`src/otr_pkg.sv`:
```
// Package: token kinds, character codes and decode result type for the operator recognizer.
package otr_pkg;

  typedef enum logic [6:0] {
    TK_TILDE_AMP, TK_TILDE_PIPE, TK_TILDE_CARET, TK_TILDE,
    TK_PLUS_PLUS, TK_PLUS_EQ, TK_PLUS_COLON, TK_PLUS_SLASH_MINUS, TK_PLUS_PERCENT_MINUS,
    TK_PLUS,
    TK_MINUS_MINUS, TK_MINUS_EQ, TK_MINUS_COLON, TK_DASH_GT_GT, TK_ARROW, TK_MINUS,
    TK_POWER, TK_STAR_EQ, TK_STAR_GT, TK_STAR,
    TK_CARET_TILDE, TK_CARET_EQ, TK_CARET,
    TK_AMP3, TK_AMP2, TK_AMP_EQ, TK_AMP,
    TK_PIPE2, TK_PIPE_EQ_GT, TK_PIPE_EQ, TK_PIPE_DASH_GT, TK_PIPE,
    TK_BANG_EQ_EQ, TK_BANG_EQ_Q, TK_BANG_EQ, TK_BANG,
    TK_EQ3, TK_EQ_EQ_Q, TK_EQ2, TK_EQ_GT, TK_EQ,
    TK_HASH2, TK_HASH_MINUS_HASH, TK_HASH_EQ_HASH, TK_HASH,
    TK_DOT_STAR, TK_DOT, TK_COLON2, TK_COLON, TK_AT2, TK_AT,
    TK_SLASH_EQ, TK_SLASH, TK_PERCENT_EQ, TK_PERCENT,
    TK_LT, TK_LT_EQ, TK_LT_DASH_GT, TK_LT3_EQ, TK_LT3, TK_LT2_EQ, TK_LT2,
    TK_GT, TK_GT_EQ, TK_GT3_EQ, TK_GT3, TK_GT2_EQ, TK_GT2,
    TK_ATTR_START, TK_LPAREN, TK_RPAREN, TK_LBRACKET, TK_RBRACKET,
    TK_LBRACE, TK_RBRACE, TK_SEMICOLON, TK_COMMA, TK_QUESTION, TK_ATTR_END,
    TK_ERROR
  } kind_t;

  localparam logic [7:0] CH_LPAREN    = 8'h28;
  localparam logic [7:0] CH_RPAREN    = 8'h29;
  localparam logic [7:0] CH_LBRACKET  = 8'h5B;
  localparam logic [7:0] CH_RBRACKET  = 8'h5D;
  localparam logic [7:0] CH_LBRACE    = 8'h7B;
  localparam logic [7:0] CH_RBRACE    = 8'h7D;
  localparam logic [7:0] CH_SEMICOLON = 8'h3B;
  localparam logic [7:0] CH_COMMA     = 8'h2C;
  localparam logic [7:0] CH_QUESTION  = 8'h3F;
  localparam logic [7:0] CH_TILDE     = 8'h7E;
  localparam logic [7:0] CH_PLUS      = 8'h2B;
  localparam logic [7:0] CH_MINUS     = 8'h2D;
  localparam logic [7:0] CH_STAR      = 8'h2A;
  localparam logic [7:0] CH_SLASH     = 8'h2F;
  localparam logic [7:0] CH_PERCENT   = 8'h25;
  localparam logic [7:0] CH_CARET     = 8'h5E;
  localparam logic [7:0] CH_AMP       = 8'h26;
  localparam logic [7:0] CH_PIPE      = 8'h7C;
  localparam logic [7:0] CH_BANG      = 8'h21;
  localparam logic [7:0] CH_EQ        = 8'h3D;
  localparam logic [7:0] CH_HASH      = 8'h23;
  localparam logic [7:0] CH_DOT       = 8'h2E;
  localparam logic [7:0] CH_COLON     = 8'h3A;
  localparam logic [7:0] CH_AT        = 8'h40;
  localparam logic [7:0] CH_LT        = 8'h3C;
  localparam logic [7:0] CH_GT        = 8'h3E;

  // Decoder verdict for one window
  typedef struct packed {
    kind_t       kind;
    logic [2:0]  len;
    logic        attr_set;
    logic        attr_clr;
  } dec_t;

endpackage

```
`src/otr_in_if.sv`:
```
// Interface: window transfer channel into the recognizer.
interface otr_in_if;
  logic       valid;
  logic       ready;
  logic [7:0] first_byte;
  logic [7:0] second_byte;
  logic [7:0] third_byte;
  logic [7:0] fourth_byte;
  logic [2:0] bytes_available;

  modport source (output valid, first_byte, second_byte, third_byte, fourth_byte,
                  bytes_available, input ready);
  modport sink   (input valid, first_byte, second_byte, third_byte, fourth_byte,
                  bytes_available, output ready);
endinterface

```
`src/otr_out_if.sv`:
```
// Interface: token transfer channel out of the recognizer.
interface otr_out_if;
  logic       valid;
  logic       ready;
  logic [6:0] token_kind;
  logic [2:0] token_length;

  modport source (output valid, token_kind, token_length, input ready);
  modport sink   (input valid, token_kind, token_length, output ready);
endinterface

```
`src/operator_token_recognizer.sv`:
```
// Top level: operator token recognizer with input register, decoder and result register.
// An accepted window is held in the input register, decoded, then its token registered in the result register.
// Throughput: one window per cycle, sustained whenever the sink takes a token each cycle.
// The input and result registers form a two-entry pipeline; each stalls only when full.
// Reset (rst, synchronous, active high): both stages empty and the attribute flag cleared.
module operator_token_recognizer (
  input  logic clk,
  input  logic rst,
  otr_in_if.sink    tok_in,
  otr_out_if.source tok_out
);

  // ---- input register stage ----
  logic       in_full;
  logic [7:0] in_b0;
  logic [7:0] in_b1;
  logic [7:0] in_b2;
  logic [7:0] in_b3;
  logic [2:0] in_avail;

  // ---- result register stage ----
  logic        res_full;
  logic [6:0]  res_kind;
  logic [2:0]  res_len;

  // Attribute state, advanced in window order as each window enters the result stage
  logic attribute_open;

  otr_pkg::dec_t dec;
  logic          advance;   // input stage hands its window to the result stage
  logic          take_in;   // transfer on the input channel

  // Decoder sees the registered window and the current attribute flag.  Because
  // the flag only moves on advance, consecutive windows see it in order.
  otr_decode u_decode (
    .b0        (in_b0),
    .b1        (in_b1),
    .b2        (in_b2),
    .b3        (in_b3),
    .avail     (in_avail),
    .attr_open (attribute_open),
    .dec       (dec)
  );

  assign advance      = in_full && (!res_full || tok_out.ready);
  assign tok_in.ready = !in_full || advance;
  assign take_in      = tok_in.valid && tok_in.ready;

  always_ff @(posedge clk) begin
    if (rst) begin
      in_full <= 1'b0;
    end else if (take_in) begin
      in_full <= 1'b1;
    end else if (advance) begin
      in_full <= 1'b0;
    end
  end

  // Window payload, no reset needed
  always_ff @(posedge clk) begin
    if (take_in) begin
      in_b0    <= tok_in.first_byte;
      in_b1    <= tok_in.second_byte;
      in_b2    <= tok_in.third_byte;
      in_b3    <= tok_in.fourth_byte;
      in_avail <= tok_in.bytes_available;
    end
  end

  always_ff @(posedge clk) begin
    if (rst) begin
      res_full <= 1'b0;
    end else if (advance) begin
      res_full <= 1'b1;
    end else if (tok_out.ready) begin
      res_full <= 1'b0;
    end
  end

  always_ff @(posedge clk) begin
    if (advance) begin
      res_kind <= 7'(dec.kind);
      res_len  <= dec.len;
    end
  end

  // Open on an attribute start, close on an attribute end; both never fire together
  always_ff @(posedge clk) begin
    if (rst) begin
      attribute_open <= 1'b0;
    end else if (advance && dec.attr_set) begin
      attribute_open <= 1'b1;
    end else if (advance && dec.attr_clr) begin
      attribute_open <= 1'b0;
    end
  end

  assign tok_out.valid        = res_full;
  assign tok_out.token_kind   = res_kind;
  assign tok_out.token_length = res_len;

endmodule

```
`src/otr_decode.sv`:
```
// Combinational maximal-munch operator decoder over a four-byte window.
module otr_decode (
  input  logic [7:0]     b0,
  input  logic [7:0]     b1,
  input  logic [7:0]     b2,
  input  logic [7:0]     b3,
  input  logic [2:0]     avail,
  input  logic           attr_open,
  output otr_pkg::dec_t  dec
);

  logic e1, e2, e3;

  // byte p exists when p < clamped count; zero counts as one, above four as four
  assign e1 = (avail >= 3'd2);
  assign e2 = (avail >= 3'd3);
  assign e3 = (avail >= 3'd4);

  function automatic logic has(input logic ex, input logic [7:0] b, input logic [7:0] ch);
    has = ex && (b == ch);
  endfunction

  always_comb begin
    dec.kind     = otr_pkg::TK_ERROR;
    dec.len      = 3'd1;
    dec.attr_set = 1'b0;
    dec.attr_clr = 1'b0;
    case (b0)
      otr_pkg::CH_LPAREN: begin
        if (has(e1, b1, otr_pkg::CH_STAR) && !has(e2, b2, otr_pkg::CH_RPAREN)) begin
          dec.kind = otr_pkg::TK_ATTR_START; dec.len = 3'd2; dec.attr_set = 1'b1;
        end else begin
          dec.kind = otr_pkg::TK_LPAREN;
        end
      end
      otr_pkg::CH_RPAREN:    dec.kind = otr_pkg::TK_RPAREN;
      otr_pkg::CH_LBRACKET:  dec.kind = otr_pkg::TK_LBRACKET;
      otr_pkg::CH_RBRACKET:  dec.kind = otr_pkg::TK_RBRACKET;
      otr_pkg::CH_LBRACE:    dec.kind = otr_pkg::TK_LBRACE;
      otr_pkg::CH_RBRACE:    dec.kind = otr_pkg::TK_RBRACE;
      otr_pkg::CH_SEMICOLON: dec.kind = otr_pkg::TK_SEMICOLON;
      otr_pkg::CH_COMMA:     dec.kind = otr_pkg::TK_COMMA;
      otr_pkg::CH_QUESTION:  dec.kind = otr_pkg::TK_QUESTION;
      otr_pkg::CH_TILDE: begin
        if (has(e1, b1, otr_pkg::CH_AMP)) begin
          dec.kind = otr_pkg::TK_TILDE_AMP; dec.len = 3'd2;
        end else if (has(e1, b1, otr_pkg::CH_PIPE)) begin
          dec.kind = otr_pkg::TK_TILDE_PIPE; dec.len = 3'd2;
        end else if (has(e1, b1, otr_pkg::CH_CARET)) begin
          dec.kind = otr_pkg::TK_TILDE_CARET; dec.len = 3'd2;
        end else begin
          dec.kind = otr_pkg::TK_TILDE;
        end
      end
      otr_pkg::CH_PLUS: begin
        if (has(e1, b1, otr_pkg::CH_PLUS)) begin
          dec.kind = otr_pkg::TK_PLUS_PLUS; dec.len = 3'd2;
        end else if (has(e1, b1, otr_pkg::CH_EQ)) begin
          dec.kind = otr_pkg::TK_PLUS_EQ; dec.len = 3'd2;
        end else if (has(e1, b1, otr_pkg::CH_COLON)) begin
          dec.kind = otr_pkg::TK_PLUS_COLON; dec.len = 3'd2;
        end else if (has(e1, b1, otr_pkg::CH_SLASH) && has(e2, b2, otr_pkg::CH_MINUS)) begin
          dec.kind = otr_pkg::TK_PLUS_SLASH_MINUS; dec.len = 3'd3;
        end else if (has(e1, b1, otr_pkg::CH_PERCENT) && has(e2, b2, otr_pkg::CH_MINUS)) begin
          dec.kind = otr_pkg::TK_PLUS_PERCENT_MINUS; dec.len = 3'd3;
        end else begin
          dec.kind = otr_pkg::TK_PLUS;
        end
      end
      otr_pkg::CH_MINUS: begin
        if (has(e1, b1, otr_pkg::CH_MINUS)) begin
          dec.kind = otr_pkg::TK_MINUS_MINUS; dec.len = 3'd2;
        end else if (has(e1, b1, otr_pkg::CH_EQ)) begin
          dec.kind = otr_pkg::TK_MINUS_EQ; dec.len = 3'd2;
        end else if (has(e1, b1, otr_pkg::CH_COLON)) begin
          dec.kind = otr_pkg::TK_MINUS_COLON; dec.len = 3'd2;
        end else if (has(e1, b1, otr_pkg::CH_GT)) begin
          if (has(e2, b2, otr_pkg::CH_GT)) begin
            dec.kind = otr_pkg::TK_DASH_GT_GT; dec.len = 3'd3;
          end else begin
            dec.kind = otr_pkg::TK_ARROW; dec.len = 3'd2;
          end
        end else begin
          dec.kind = otr_pkg::TK_MINUS;
        end
      end
      otr_pkg::CH_STAR: begin
        if (attr_open && has(e1, b1, otr_pkg::CH_RPAREN)) begin
          dec.kind = otr_pkg::TK_ATTR_END; dec.len = 3'd2; dec.attr_clr = 1'b1;
        end else if (has(e1, b1, otr_pkg::CH_STAR)) begin
          dec.kind = otr_pkg::TK_POWER; dec.len = 3'd2;
        end else if (has(e1, b1, otr_pkg::CH_EQ)) begin
          dec.kind = otr_pkg::TK_STAR_EQ; dec.len = 3'd2;
        end else if (has(e1, b1, otr_pkg::CH_GT)) begin
          dec.kind = otr_pkg::TK_STAR_GT; dec.len = 3'd2;
        end else begin
          dec.kind = otr_pkg::TK_STAR;
        end
      end
      otr_pkg::CH_SLASH: begin
        if (has(e1, b1, otr_pkg::CH_EQ)) begin
          dec.kind = otr_pkg::TK_SLASH_EQ; dec.len = 3'd2;
        end else begin
          dec.kind = otr_pkg::TK_SLASH;
        end
      end
      otr_pkg::CH_PERCENT: begin
        if (has(e1, b1, otr_pkg::CH_EQ)) begin
          dec.kind = otr_pkg::TK_PERCENT_EQ; dec.len = 3'd2;
        end else begin
          dec.kind = otr_pkg::TK_PERCENT;
        end
      end
      otr_pkg::CH_CARET: begin
        if (has(e1, b1, otr_pkg::CH_TILDE)) begin
          dec.kind = otr_pkg::TK_CARET_TILDE; dec.len = 3'd2;
        end else if (has(e1, b1, otr_pkg::CH_EQ)) begin
          dec.kind = otr_pkg::TK_CARET_EQ; dec.len = 3'd2;
        end else begin
          dec.kind = otr_pkg::TK_CARET;
        end
      end
      otr_pkg::CH_AMP: begin
        if (has(e1, b1, otr_pkg::CH_AMP)) begin
          if (has(e2, b2, otr_pkg::CH_AMP)) begin
            dec.kind = otr_pkg::TK_AMP3; dec.len = 3'd3;
          end else begin
            dec.kind = otr_pkg::TK_AMP2; dec.len = 3'd2;
          end
        end else if (has(e1, b1, otr_pkg::CH_EQ)) begin
          dec.kind = otr_pkg::TK_AMP_EQ; dec.len = 3'd2;
        end else begin
          dec.kind = otr_pkg::TK_AMP;
        end
      end
      otr_pkg::CH_PIPE: begin
        if (has(e1, b1, otr_pkg::CH_PIPE)) begin
          dec.kind = otr_pkg::TK_PIPE2; dec.len = 3'd2;
        end else if (has(e1, b1, otr_pkg::CH_EQ)) begin
          if (has(e2, b2, otr_pkg::CH_GT)) begin
            dec.kind = otr_pkg::TK_PIPE_EQ_GT; dec.len = 3'd3;
          end else begin
            dec.kind = otr_pkg::TK_PIPE_EQ; dec.len = 3'd2;
          end
        end else if (has(e1, b1, otr_pkg::CH_MINUS) && has(e2, b2, otr_pkg::CH_GT)) begin
          dec.kind = otr_pkg::TK_PIPE_DASH_GT; dec.len = 3'd3;
        end else begin
          dec.kind = otr_pkg::TK_PIPE;
        end
      end
      otr_pkg::CH_BANG: begin
        if (has(e1, b1, otr_pkg::CH_EQ)) begin
          if (has(e2, b2, otr_pkg::CH_EQ)) begin
            dec.kind = otr_pkg::TK_BANG_EQ_EQ; dec.len = 3'd3;
          end else if (has(e2, b2, otr_pkg::CH_QUESTION)) begin
            dec.kind = otr_pkg::TK_BANG_EQ_Q; dec.len = 3'd3;
          end else begin
            dec.kind = otr_pkg::TK_BANG_EQ; dec.len = 3'd2;
          end
        end else begin
          dec.kind = otr_pkg::TK_BANG;
        end
      end
      otr_pkg::CH_EQ: begin
        if (has(e1, b1, otr_pkg::CH_EQ)) begin
          if (has(e2, b2, otr_pkg::CH_EQ)) begin
            dec.kind = otr_pkg::TK_EQ3; dec.len = 3'd3;
          end else if (has(e2, b2, otr_pkg::CH_QUESTION)) begin
            dec.kind = otr_pkg::TK_EQ_EQ_Q; dec.len = 3'd3;
          end else begin
            dec.kind = otr_pkg::TK_EQ2; dec.len = 3'd2;
          end
        end else if (has(e1, b1, otr_pkg::CH_GT)) begin
          dec.kind = otr_pkg::TK_EQ_GT; dec.len = 3'd2;
        end else begin
          dec.kind = otr_pkg::TK_EQ;
        end
      end
      otr_pkg::CH_HASH: begin
        if (has(e1, b1, otr_pkg::CH_HASH)) begin
          dec.kind = otr_pkg::TK_HASH2; dec.len = 3'd2;
        end else if (has(e1, b1, otr_pkg::CH_MINUS) && has(e2, b2, otr_pkg::CH_HASH)) begin
          dec.kind = otr_pkg::TK_HASH_MINUS_HASH; dec.len = 3'd3;
        end else if (has(e1, b1, otr_pkg::CH_EQ) && has(e2, b2, otr_pkg::CH_HASH)) begin
          dec.kind = otr_pkg::TK_HASH_EQ_HASH; dec.len = 3'd3;
        end else begin
          dec.kind = otr_pkg::TK_HASH;
        end
      end
      otr_pkg::CH_DOT: begin
        if (has(e1, b1, otr_pkg::CH_STAR)) begin
          dec.kind = otr_pkg::TK_DOT_STAR; dec.len = 3'd2;
        end else begin
          dec.kind = otr_pkg::TK_DOT;
        end
      end
      otr_pkg::CH_COLON: begin
        if (has(e1, b1, otr_pkg::CH_COLON)) begin
          dec.kind = otr_pkg::TK_COLON2; dec.len = 3'd2;
        end else begin
          dec.kind = otr_pkg::TK_COLON;
        end
      end
      otr_pkg::CH_AT: begin
        if (has(e1, b1, otr_pkg::CH_AT)) begin
          dec.kind = otr_pkg::TK_AT2; dec.len = 3'd2;
        end else begin
          dec.kind = otr_pkg::TK_AT;
        end
      end
      otr_pkg::CH_LT: begin
        if (has(e1, b1, otr_pkg::CH_EQ)) begin
          dec.kind = otr_pkg::TK_LT_EQ; dec.len = 3'd2;
        end else if (has(e1, b1, otr_pkg::CH_MINUS) && has(e2, b2, otr_pkg::CH_GT)) begin
          dec.kind = otr_pkg::TK_LT_DASH_GT; dec.len = 3'd3;
        end else if (!has(e1, b1, otr_pkg::CH_LT)) begin
          dec.kind = otr_pkg::TK_LT;
        end else if (has(e2, b2, otr_pkg::CH_LT)) begin
          if (has(e3, b3, otr_pkg::CH_EQ)) begin
            dec.kind = otr_pkg::TK_LT3_EQ; dec.len = 3'd4;
          end else begin
            dec.kind = otr_pkg::TK_LT3; dec.len = 3'd3;
          end
        end else if (has(e2, b2, otr_pkg::CH_EQ)) begin
          dec.kind = otr_pkg::TK_LT2_EQ; dec.len = 3'd3;
        end else begin
          dec.kind = otr_pkg::TK_LT2; dec.len = 3'd2;
        end
      end
      otr_pkg::CH_GT: begin
        if (has(e1, b1, otr_pkg::CH_EQ)) begin
          dec.kind = otr_pkg::TK_GT_EQ; dec.len = 3'd2;
        end else if (!has(e1, b1, otr_pkg::CH_GT)) begin
          dec.kind = otr_pkg::TK_GT;
        end else if (has(e2, b2, otr_pkg::CH_GT)) begin
          if (has(e3, b3, otr_pkg::CH_EQ)) begin
            dec.kind = otr_pkg::TK_GT3_EQ; dec.len = 3'd4;
          end else begin
            dec.kind = otr_pkg::TK_GT3; dec.len = 3'd3;
          end
        end else if (has(e2, b2, otr_pkg::CH_EQ)) begin
          dec.kind = otr_pkg::TK_GT2_EQ; dec.len = 3'd3;
        end else begin
          dec.kind = otr_pkg::TK_GT2; dec.len = 3'd2;
        end
      end
      default: begin
        dec.kind = otr_pkg::TK_ERROR;
        dec.len  = 3'd1;
      end
    endcase
  end

endmodule

```
`src/flat_wrapper.sv`:
```
// flat-port wrapper written by rule: the top's interface ports become plain ports
module operator_token_recognizer_flat 
  (clk, rst, tok_in_valid, tok_in_first_byte, tok_in_second_byte, tok_in_third_byte, tok_in_fourth_byte, tok_in_bytes_available, tok_in_ready, tok_out_valid, tok_out_token_kind, tok_out_token_length, tok_out_ready);
  otr_in_if tok_in_i ();
  otr_out_if tok_out_i ();
  input  logic clk;
  input  logic rst;
  input wire logic [$bits(tok_in_i.valid)-1:0] tok_in_valid;
  input wire logic [$bits(tok_in_i.first_byte)-1:0] tok_in_first_byte;
  input wire logic [$bits(tok_in_i.second_byte)-1:0] tok_in_second_byte;
  input wire logic [$bits(tok_in_i.third_byte)-1:0] tok_in_third_byte;
  input wire logic [$bits(tok_in_i.fourth_byte)-1:0] tok_in_fourth_byte;
  input wire logic [$bits(tok_in_i.bytes_available)-1:0] tok_in_bytes_available;
  output wire logic [$bits(tok_in_i.ready)-1:0] tok_in_ready;
  output wire logic [$bits(tok_out_i.valid)-1:0] tok_out_valid;
  output wire logic [$bits(tok_out_i.token_kind)-1:0] tok_out_token_kind;
  output wire logic [$bits(tok_out_i.token_length)-1:0] tok_out_token_length;
  input wire logic [$bits(tok_out_i.ready)-1:0] tok_out_ready;
  assign tok_in_i.valid = tok_in_valid;
  assign tok_in_i.first_byte = tok_in_first_byte;
  assign tok_in_i.second_byte = tok_in_second_byte;
  assign tok_in_i.third_byte = tok_in_third_byte;
  assign tok_in_i.fourth_byte = tok_in_fourth_byte;
  assign tok_in_i.bytes_available = tok_in_bytes_available;
  assign tok_in_ready = tok_in_i.ready;
  assign tok_out_valid = tok_out_i.valid;
  assign tok_out_token_kind = tok_out_i.token_kind;
  assign tok_out_token_length = tok_out_i.token_length;
  assign tok_out_i.ready = tok_out_ready;
  operator_token_recognizer u_core (.clk(clk), .rst(rst), .tok_in(tok_in_i), .tok_out(tok_out_i));
endmodule
```
`config.mk`:
```
export PLATFORM = sky130hd
export DESIGN_NAME = operator_token_recognizer_flat
export DESIGN_NICKNAME = d
export VERILOG_FILES = /design/src/otr_pkg.sv /design/src/otr_in_if.sv /design/src/otr_out_if.sv /design/src/operator_token_recognizer.sv /design/src/otr_decode.sv /design/src/flat_wrapper.sv
export SDC_FILE = /design/constraint.sdc
export NUM_CORES = 1
export LEC_CHECK = 0
export BUFFER_PORTS_ARGS = -buffer_cell sky130_fd_sc_hd__buf_4
export CAP_MARGIN = 20
export CORE_MARGIN = 1
export CORE_UTILIZATION = 45
export DETAILED_ROUTE_END_ITERATION = 10
export GPL_TIMING_DRIVEN = 0
export PLACE_DENSITY = 0.65
export SYNTH_ARGS = -nofsm -noshare
export SYNTH_HDL_FRONTEND = slang
export SYNTH_SLANG_ARGS = --single-unit
```
`constraint.sdc`:
```
create_clock -name clk -period 3.1 [get_ports clk]
set_input_delay 0.155 -clock clk [delete_from_list [all_inputs] [get_ports clk]]
set_output_delay 0.155 -clock clk [all_outputs]
set_load 0.1 [all_outputs]
```
After elaboration in Yosys (flattened, before gate mapping) --
Cells that the tools add are included.
Operators by class: bitwise gates (word level) 0, $add $sub $neg 0, shift operators 0, equal/unequal tests 51, magnitude comparators 3, multiplexer cells 78, divide/modulo/power cells 0, $mul 0, reduce and logical (&&, ||, !) cells 45
Operators with widths (number):
- equality test 8 x 6 -> 1 bit, second input constant | 39
- 2-to-1 mux 10 bit | 25
- one-hot mux 7 bit (26 select lines) | 1
- equality test 8 x 7 -> 1 bit, second input constant | 12
- one-hot mux 3 bit (17 select lines) | 1
- logical AND 1 bit | 36
- 2-to-1 mux 2 bit | 15
- 2-to-1 mux 7 bit | 4
- 2-to-1 mux 5 bit | 5
- 2-to-1 mux 4 bit | 6
- 2-to-1 mux 3 bit | 7
- 2-to-1 mux 1 bit | 14
- >= comparator 3 x 2 -> 1 bit, second input constant | 2
- nonzero test 2 bit | 3
- >= comparator 3 bit, second input constant | 1
- zero test 1 bit | 3
- logical OR 1 bit | 2
- OR reduction 2 bit | 1
Storage, ports and cells: bits in writable memories 0, word-level logic and storage cells 187, register bits 48, bits in read-only memories 0, memories kept 0, latch bits 0

Logic depth before layout (Yosys ltp) --
depth after elaboration 9, depth in mapped cells 8, mapped depth without buffers 6

Hierarchy --
A second synthesis with hierarchy kept.
Unflattened totals: cells, all modules 380, area total of the unflattened synthesis 3565.9 sq um
Modules (own cells, without submodules):
- otr_decode | area each 2084.5 sq um, times used 1, cells an instance 320, seq. area each 0.0 sq um
- operator_token_recognizer | area each 1481.4 sq um, times used 1, cells an instance 60, seq. area each 1411.4 sq um

Least setup slack after synthesis --
OpenSTA, ideal clock, no wires.
kind flip-flop to flip-flop, from register u_core.res_full, in the netlist u_core.tok_out.valid, to register u_core.in_avail[0], enable pin, cell stages (with the launch flop) 4, setup slack 57 ps, library setup time 420 ps, buffers on the path 0, clock period less this slack 3043 ps, arrival time 2623 ps, cell sequence dfxtp_1 > nor2b_1 > nand2_1 > and2_1
Between the ends: word-level cells in the longest chain between the ends 5
RTL lines:
- start, declared | RTL line operator_token_recognizer.sv:22 | logic res_full;
- start signal, assigned | RTL line operator_token_recognizer.sv:72 | res_full <= 1'b0;
- start signal, assigned | RTL line operator_token_recognizer.sv:74 | res_full <= 1'b1;
- start signal, assigned | RTL line operator_token_recognizer.sv:76 | res_full <= 1'b0;
- zero test 1 bit | RTL line operator_token_recognizer.sv:45 | assign advance = in_full && (!res_full || tok_out.ready);
- logical OR 1 bit | RTL line operator_token_recognizer.sv:45
- logical AND 1 bit | RTL line operator_token_recognizer.sv:45
- logical OR 1 bit | RTL line operator_token_recognizer.sv:46 | assign tok_in.ready = !in_full || advance;
- via tok_in_ready | RTL line flat_wrapper.sv:14 | output wire logic [$bits(tok_in_i.ready)-1:0] tok_in_ready;
- logical AND 1 bit | RTL line operator_token_recognizer.sv:47 | assign take_in = tok_in.valid && tok_in.ready;
- via u_core.take_in | RTL line operator_token_recognizer.sv:31 | logic take_in;
- end signal, assigned | RTL line operator_token_recognizer.sv:66 | in_avail <= tok_in.bytes_available;
- end, declared | RTL line operator_token_recognizer.sv:19 | logic [2:0] in_avail;
The timed path passes the listed nets, and every way through them passes these cells. A chain may end at the register's enable or synchronous reset.

==> impl_metrics.json <==
{
  "status": "completed",
  "fmax_ghz": 0.351,
  "tightestPinTransition_ns": 1.11,
  "antenna_cells": 0,
  "switching_power_uw": 421,
  "syn_to_final_growth_pct": 19.8,
  "slew_violations": 0,
  "switching_share_pct": 29.4,
  "core_sq_um": 7730,
  "reg2regPathDepth": 7,
  "final_util_pct": 55.7,
  "yosysWarnings": 0,
  "final_common_cell": "buf_4",
  "wl_per_cell_um": 20.4,
  "dpl_cell_area_sq_um": 4120,
  "cts-root-buf": "clkbuf_8",
  "gr-total-overflow": 0,
  "hold_violations": 0,
  "fp.dieH_um": 91.3,
  "drt_first_pass_iters": 5,
  "numCtsBuffers": 5,
  "finClkSkew_ns": 0.0171,
  "cp-end-kind": "register",
  "h-tree-depth": 2,
  "port_buffers": 50,
  "fin_crit_sh_pct": 92.0,
  "pwr-share-clk_pct": 27.3,
  "clockBufferDepth": 2,
  "rsz0062_at_grt": "false",
  "cts.sinks": 48,
  "reg2reg_slack_ns": 0.25,
  "hold_class": "in -> reg",
  "cp.arrival_ns": 3.02,
  "power_frac_comb_pct": 18.8,
  "antenna_left": 0,
  "synth-main-ff-cell": "edfxtp_1",
  "fp-row-count": 32,
  "peakVddDrop_mv": 0.213,
  "maxCapViolCount": 0,
  "pwr-share-seq_pct": 54.0,
  "syn_area_sq_um": 3590,
  "ys_types": 76,
  "n_fill_cell": 692,
  "place_congestion": 0.970,
  "ios": 51,
  "whs_ns": 0.0107,
  "setup_viol": 0,
  "chipWidth_um": 91.3,
  "crit_end": "u_core.tok_out.token_length[0]$_DFFE_PP_",
  "track_usage_pct": 27.7,
  "yosysSeqAreaShare_pct": 39.3,
  "grt_pass1_vias": 3375,
  "r2r_start": "u_core.in_b0[4]$_DFFE_PP_",
  "via_per_inst": 6.50,
  "dpl.hpwl_um": 8430,
  "initialDrtViolationCount": 411,
  "cts_tree": "yes",
  "syn_nets": 413,
  "design_area_sq_um": 4300,
  "crit_type": "reg -> reg",
  "p_per_area_nw_per_um2": 333,
  "synth_seq_cells": 48,
  "grt_max_degree": 24,
  "relSlewSlack_pct": 25.6,
  "clkTransAtPathRegs_ns": 0.11,
  "fin_setup_tns_ns": 0,
  "synth-edff-count": 45,
  "synth_area_per_cell_sq_um": 9.60,
  "insertion_delay_ns": 0.32,
  "grt_first_pass_wirelength_um": 17700,
  "period_needed_ns": 2.85,
  "drive_gt1_share_pct": 21.9,
  "r2r_end": "u_core.tok_out.token_length[0]$_DFFE_PP_",
  "dr_total_vias": 3536,
  "synth-async-reset-ratio_pct": 0,
  "cp-start-kind": "register",
  "intPower_uw": 1010,
  "route.detailed.drc": 0,
  "start_util_pct": 46.5,
  "cp.required_ns": 3.27,
  "postSynthCellCount": 374,
  "cp-startpoint": "u_core.in_b0[4]$_DFFE_PP_",
  "die_area_sq_um": 8340,
  "mostFrequentLayoutCells": "buf_4, edfxtp_1, nor2_1, a21oi_1, nand2_1",
  "nets": 480,
  "drt-total-wl_um": 11100,
  "path_max_fanout": 10,
  "power_leakage_uw": 0.00147,
  "post_cts_buffers": 0,
  "antenna_found_initial": 0
}
-- synth_stat cells, types with 4 or more instances --
| cell type | count | share of area [%] |
|---|---|---|
| nand4_1 | 11 | 1.9 |
| inv_1 | 5 | 0.52 |
| o32ai_1 | 5 | 1.2 |
| nand2_1 | 21 | 2.2 |
| edfxtp_1 | 45 | 38 |
| a21oi_1 | 23 | 3.2 |
| nor2_1 | 26 | 2.7 |
| nand3_1 | 15 | 2.1 |
| and2_1 | 4 | 0.70 |
| or4_1 | 7 | 1.5 |
| nor4_1 | 10 | 1.7 |
| and3_1 | 4 | 0.70 |
| clkbuf_1 | 4 | 0.42 |
| nand2b_1 | 11 | 1.9 |
| nand3b_1 | 4 | 0.84 |
| nor3_1 | 19 | 2.6 |
| buf_2 | 12 | 1.7 |
| nor2b_1 | 11 | 1.9 |
| o2111ai_1 | 6 | 1.5 |
| nand4bb_1 | 7 | 2.2 |
| a32oi_1 | 4 | 0.98 |
| nor4b_1 | 4 | 0.98 |
| o21ai_0 | 16 | 2.2 |
| and4b_1 | 4 | 1.1 |
| or3_1 | 4 | 0.70 |
| nand4b_1 | 10 | 2.4 |
| buf_6 | 6 | 1.9 |
-- layout make-up --
| class | instances | area, sq um | share of cell area, % |
|---|---|---|---|
| inverters | 5 | 18.8 | 0.436 |
| flip-flops and latches | 48 | 1410 | 32.8 |
| clock inverters | 3 | 17.5 | 0.407 |
| repair buffers | 60 | 493 | 11.5 |
| plain buffers | 25 | 161 | 3.75 |
| well taps | 102 | 128 | 2.97 |
| multi-input cells | 296 | 2000 | 46.6 |
| clock buffers | 5 | 68.8 | 1.60 |
-- stage by stage --
| step | std cells | setup WS [ns] | total power, uW |
|---|---|---|---|
| finish | 544 | 0.248 | 1430 |
| global route | 544 | 0.00431 | 1490 |
| CTS | 535 | 0.268 | 1430 |
| detailed placement | 527 | 0.283 | 1040 |
| global placement | 526 | 0.184 | 1040 |
| floorplan | 374 | 0.0570 | 952 |
-- power groups by stage --
| stage | logic [uW] | clock network [uW] | registers [uW] |
|---|---|---|---|
| 6_report | 269 | 391 | 774 |
| 5_1_grt | 289 | 423 | 780 |
| 4_1_cts | 257 | 397 | 774 |
| 3_5_place_dp | 256 | 0 | 788 |
| 3_3_place_gp | 249 | 0 | 789 |
| 2_1_floorplan | 130 | 0 | 822 |
-- state kept, by name (all words and copies together), names as in the netlist --
name                         count
u_core.attribute_open            1
u_core.in_avail                  3
u_core.in_b0                     8
u_core.tok_out.valid             1
u_core.in_full                   1
u_core.in_b2                     8
u_core.in_b3                     8
u_core.tok_out.token_length      3
u_core.in_b1                     8
u_core.tok_out.token_kind        7
-- timing repair --
item	in CTS	in global routing
gates resized for setup	0	1
hold endpoints to repair	0	9
hold buffers	0	9
setup endpoints to repair	0	1
-- worst min-delay path by stage --
stage,start,endpoint,cells past startpoint
global placement,tok_in_first_byte[4],u_core.in_b0[4]$_DFFE_PP_,1
CTS,tok_in_second_byte[2],u_core.in_b1[2]$_DFFE_PP_,1
global route,tok_in_second_byte[1],u_core.in_b1[1]$_DFFE_PP_,1
finish,tok_in_first_byte[4],u_core.in_b0[4]$_DFFE_PP_,1
detailed placement,tok_in_second_byte[6],u_core.in_b1[6]$_DFFE_PP_,1
floorplan,rst,u_core.attribute_open$_SDFFE_PP0P_,1
-- metal layers --
| metal | vias to the layer above | part of all wire [%] | track usage [%] |
|---|---|---|---|
| met3 | 35 | 7.7 | 6.28 |
| met4 | 0 | 3.9 | 12.3 |
| li1 | 1651 | - | - |
| met2 | 201 | 46 | 44.1 |
| met5 | - | 0 | 0 |
| met1 | 1649 | 42 | 36.1 |
-- worst max-delay path, cell delays in order (launching register included) --
cell and delay [ns]:
edfxtp_1 0.50, buf_6 0.19, or4b_4 0.52, nor3_1 0.63, o211ai_1 0.31, nor2b_1 0.22, o22ai_1 0.16, nand4bb_1 0.17
-- cells by family (layout without fill, tap and decap cells) --
kind of cell	after synthesis	count (layout)	synth area share, %
xor gates and xnor gates	2	2	0.488
and+or+nand+nor	193	193	35.1
AOI/OAI and AO/OA	101	101	20.1
DFF	48	48	39.3
buffers and inverters	30	98	5.02
No activity file was read; power rests on OpenSTA's default activity.
